**src/rtl/core/tbr_pkg.sv**
```systemverilog
// Shared types and constants for the triangle bounding-box rasterizer.
// No dependencies.
`timescale 1ns / 1ps

package tbr_pkg;

    typedef struct packed {
        logic              mode;
        logic signed [11:0] ax;
        logic signed [11:0] ay;
        logic signed [11:0] bx;
        logic signed [11:0] by_coord;
        logic signed [11:0] cx;
        logic signed [11:0] cy;
        logic [11:0]       origin_x;
        logic [11:0]       origin_y;
        logic [10:0]       tex_width;
        logic [10:0]       tex_height;
    } t_in_beat;

    typedef struct packed {
        logic        covered;
        logic        on_screen;
        logic [11:0] screen_x;
        logic [11:0] screen_y;
        logic [7:0]  tile_x;
        logic [7:0]  tile_y;
        logic [7:0]  offset_x;
        logic [7:0]  offset_y;
        logic [20:0] texel_index;
        logic        last;
        logic        done_res;
    } t_out_beat;

    typedef enum logic [2:0] {
        ST_IDLE,
        ST_EDGE,
        ST_DIV_U,
        ST_DIV_V,
        ST_FINISH,
        ST_OUT
    } t_state;

    // Controller to datapath commands.
    typedef struct packed {
        logic load;      // latch a new triangle
        logic empty;     // build a done result
        logic edge_calc; // register the edge test result
        logic div_start; // begin one division
        logic div_sel_v; // 0: u division, 1: v division
        logic finish;    // assemble result and advance walk
    } t_cmd;

    // Datapath to controller status.
    typedef struct packed {
        logic active;
        logic div_busy;
    } t_status;

    localparam int DIV_BITS = 23;
    localparam int MODE_LOAD = 0;

endpackage

```
**src/rtl/core/tbr_ctrl.sv**
```systemverilog
// Controller state machine for the rasterizer.
// Depends on tbr_pkg.
`timescale 1ns / 1ps

module tbr_ctrl (
    input  logic            i_clk,
    input  logic            i_rst_n,
    input  logic            i_valid,
    input  logic            i_mode,
    output logic            o_stall,
    output logic            o_valid,
    input  logic            i_stall,
    input  tbr_pkg::t_status i_status,
    output tbr_pkg::t_cmd   o_cmd
);
    import tbr_pkg::*;

    t_state r_state, n_state;
    logic   w_acc;

    // Take a beat only while idle.
    assign w_acc = i_valid && (r_state == ST_IDLE);

    // Register state.
    always_ff @(posedge i_clk) begin
        if (!i_rst_n) begin
            r_state <= ST_IDLE;
        end else begin
            r_state <= n_state;
        end
    end

    // Next state.
    always_comb begin
        n_state = r_state;
        unique case (r_state)
            ST_IDLE: begin
                if (w_acc && i_mode) begin
                    n_state = i_status.active ? ST_EDGE : ST_OUT;
                end
            end
            ST_EDGE:  n_state = ST_DIV_U;
            ST_DIV_U: if (!i_status.div_busy) n_state = ST_DIV_V;
            ST_DIV_V: if (!i_status.div_busy) n_state = ST_FINISH;
            ST_FINISH: n_state = ST_OUT;
            ST_OUT: begin
                if (!i_stall) n_state = ST_IDLE;
            end
            default: n_state = ST_IDLE;
        endcase
    end

    // Outputs.
    always_comb begin
        o_cmd   = '0;
        o_stall = 1'b1;
        o_valid = 1'b0;
        unique case (r_state)
            ST_IDLE: begin
                o_stall       = 1'b0;
                o_cmd.load    = w_acc && !i_mode;
                o_cmd.empty   = w_acc && i_mode && !i_status.active;
                o_cmd.div_start = w_acc && i_mode && i_status.active;
            end
            ST_EDGE: begin
                o_cmd.edge_calc = 1'b1;
            end
            ST_DIV_U: begin
                o_cmd.div_start = !i_status.div_busy;
                o_cmd.div_sel_v = 1'b1;
            end
            ST_DIV_V: begin
                o_cmd.div_sel_v = 1'b1;
            end
            ST_FINISH: o_cmd.finish = 1'b1;
            ST_OUT:    o_valid = 1'b1;
            default: ;
        endcase
    end

`ifndef NO_ASSERTIONS
    a_no_accept_busy: assert property (@(posedge i_clk) disable iff (!i_rst_n)
        (r_state != ST_IDLE) |-> o_stall)
        else $error("input taken while busy");
    a_out_hold: assert property (@(posedge i_clk) disable iff (!i_rst_n)
        (o_valid && i_stall) |=> o_valid)
        else $error("result dropped under stall");
    a_load_no_result: assert property (@(posedge i_clk) disable iff (!i_rst_n)
        o_cmd.load |=> !o_valid)
        else $error("load produced a result");
`endif

endmodule

```
**config.mk**
```make
export PLATFORM = sky130hd
export DESIGN_NAME = tbr_ctrl
export DESIGN_NICKNAME = d
export VERILOG_FILES = /design/src/rtl/core/tbr_pkg.sv /design/src/rtl/core/tbr_ctrl.sv
export SDC_FILE = /design/constraint.sdc
export NUM_CORES = 1
export LEC_CHECK = 0
export BUFFER_PORTS_ARGS = -buffer_cell sky130_fd_sc_hd__buf_4
export CAP_MARGIN = 30
export CORE_AREA = 2 2 39 41
export DETAILED_ROUTE_END_ITERATION = 8
export DIE_AREA = 0 0 41 43
export SYNTH_ARGS = -nofsm -noshare
export SYNTH_HDL_FRONTEND = slang
export SYNTH_SLANG_ARGS = --single-unit
export TNS_END_PERCENT = 100
```
**constraint.sdc**
```tcl
create_clock -name i_clk -period 1.3 [get_ports i_clk]
set_input_delay 0.13 -clock i_clk [delete_from_list [all_inputs] [get_ports i_clk]]
set_output_delay 0.13 -clock i_clk [all_outputs]
set_load 0.02 [all_outputs]
```
==> results.py <==
metrics = {
    "final_layout": {
        "diodes": 0,
        "nFillCells": 156,
        "area_growth_pct": 68.9,
        "nets": 62,
        "reg.largest.list": "r_state x3",
        "largest_register_ffs": 3,
        "layout-drive-gt1-share_pct": 66.7,
        "top_register": "r_state",
    },
    "global_route": {
        "grt_pass1_wl_um": 1090,
        "grt_pass1_vias": 277,
        "groute.usage.overall_pct": 9.64,
        "grt_max_degree": 11,
        "overflow": 0,
        "antenna_found_initial": 0,
    },
    "detailed_routing": {
        "first_iter_violations": 3,
        "viasPerCell": 4.60,
        "wire_per_inst_um": 10.6,
        "detail-route-antenna-nets": 0,
        "drc": 0,
        "num_vias": 322,
        "drt-pass1-iter-count": 5,
        "totalWireLength_um": 739,
    },
    "critical_path": {
        "crit_type": "reg -> out",
        "cp-end-kind": "output pin",
        "rrSetupSlack_ps": 210,
        "cp-start-kind": "flop",
        "worstPathArrival_ps": 1300,
        "critical_path.startpoint": "r_state[1]",
        "r2r-start": "r_state[1]",
        "cp.required_ps": 1170,
        "crit_fanout": 5,
    },
    "sta": {
        "timing.final.ws_setup_ps": -128,
        "finalSetupTns_ps": -269,
        "period_share_pct": 110,
        "clock.fmax_mhz": 700,
        "setup_viol": 3,
        "fin_skew_ps": 2.27,
        "worstMarginPinSlew_ps": 284,
        "slew_viol_final": 0,
        "holdWs_ps": 143,
        "layout_min_cycle_time_ps": 1430,
        "hold_viol": 0,
        "rsz0062_at_grt": "yes",
        "slew_headroom_pct": 80.9,
    },
    "floorplanning": {
        "boundaryPins": 15,
        "std_cell_rows": 14,
        "die_w_um": 41,
        "start_util_pct": 20.6,
        "fp.dieArea_um2": 1760,
        "core_area_um2": 1380,
        "die_y_um": 43,
    },
    "power": {
        "power_density_nw_per_um2": 1070,
        "ir_drop_mv": 0.443,
        "power_frac_comb_pct": 46.7,
        "total_power_uw": 517,
        "leakagePower_uw": 0.000228,
        "sw_frac_of_total_pct": 32.7,
        "internal_power_uw": 348,
        "sequentialPowerShare_pct": 22.3,
        "p_clk_share_pct": 30.9,
        "p_switching_uw": 169,
    },
    "cts": {
        "clock_path_buffers": 2,
        "cts_max_level": 1,
        "root_buffer": "clkbuf_4",
        "postCtsHoldBufs": 0,
        "tritoncts": "yes",
        "clock_latency_ps": 230,
        "cts.sinks": 3,
        "clk_pin_slew_ps": 40,
        "cts_made_buffers": 3,
    },
    "yosys": {
        "ys_types": 24,
        "synth_ff_type": "dfxtp_1",
        "yosysWarningCount": 0,
        "synthArstFlopShare_pct": 0,
        "synth_area_um2": 285,
        "synth_cells": 33,
        "synth-edff-count": 0,
        "synth_nets": 40,
        "syn_avg_cell_area_um2": 8.64,
        "ys_seq_area_share_pct": 21.1,
        "synth-seq-cells": 3,
    },
    "hold_path": {
        "hp-class": "in -> reg",
        "hp-start": "i_rst_n",
    },
    "place": {
        "post-dp-hpwl_um": 547,
        "gp_congestion": 0.787,
        "io_buffers": 14,
        "dp_slack_ps": 109,
    },
    "status": {
        "status": "finished, violations left",
        "violations": "negative setup slack",
    },
    "flow_run": {
        "drv_cap": 0,
    },
}
-- cell usage in the layout (no fill, tap or decap), types with 2 or more instances in the layout --
| master | count |
|---|---|
| nor3_2 | 2 |
| nand2_1 | 4 |
| clkbuf_4 | 3 |
| buf_4 | 19 |
| nor3b_2 | 2 |
-- cell families after synthesis --
group / Yosys count / synth area share [%]
AO/OA/AOI/OAI: 3 / 7.89
buffers and inverters: 3 / 9.65
flip-flops: 3 / 21.1
multiplexers: 2 / 7.46
AND/OR/NAND/NOR: 22 / 53.9
-- Yosys cell counts, drive strengths merged (2+ instances only) --
master	instances	share of area, %
buf	3	9.6
dfxtp	3	21
nand2	4	5.3
nor2	2	2.6
nor3	3	7.0
nor3b	3	9.6
-- timing repair --
item	4_1_cts	5_1_grt
buffers inserted	2	2
gates resized for setup	3	5
setup endpoints to repair	6	6
pin swaps	1	2
cloned	0	0
-- stage by stage --
step	area, µm²	util, %	std cells
detailed placement	410	29.7	63
global placement	410	29.7	63
finish	482	34.8	70
floorplan	290	-	33
global route	482	34.8	70
CTS	457	33.0	69
-- path summary, 6_finish.rpt --
path,end,cells after the start
min reg2reg,r_state[1],2
min,r_state[2],2
max reg2reg,r_state[0],4
max,o_cmd[5],3
-- critical path, cell delays in order (launching register included) --
cell and delay [ps]:
dfxtp_4 350, or3_4 390, nor3b_2 180, buf_4 160
-- layout make-up --
type	count	area (µm²)	share of cell area, %
Multi-Input combinational cell	27	216	44.9
Timing Repair Buffer	20	154	31.9
Sequential cell	3	65.1	13.5
Clock buffer	4	26.3	5.45
Tap cell	16	20.0	4.16
-- routing by layer --
metal / track usage, % / up-vias / share of wire, %
li1: - / 165 / -
met1: 10.6 / 151 / 43
met2: 14.1 / 6 / 54
met3: 3.14 / 0 / 3.5
met4: 8.00 / 0 / 0
met5: 0 / - / 0
-- power groups by stage --
stage / registers, µW / clock network [µW] / logic [µW]
final: 115 / 160 / 242
after global routing: 116 / 185 / 259
after CTS: 115 / 168 / 219
after detailed placement: 117 / 0 / 205
after global placement: 116 / 0 / 205
after floorplan: 109 / 0 / 139
Note: power is estimated with default switching activity, not from simulation.
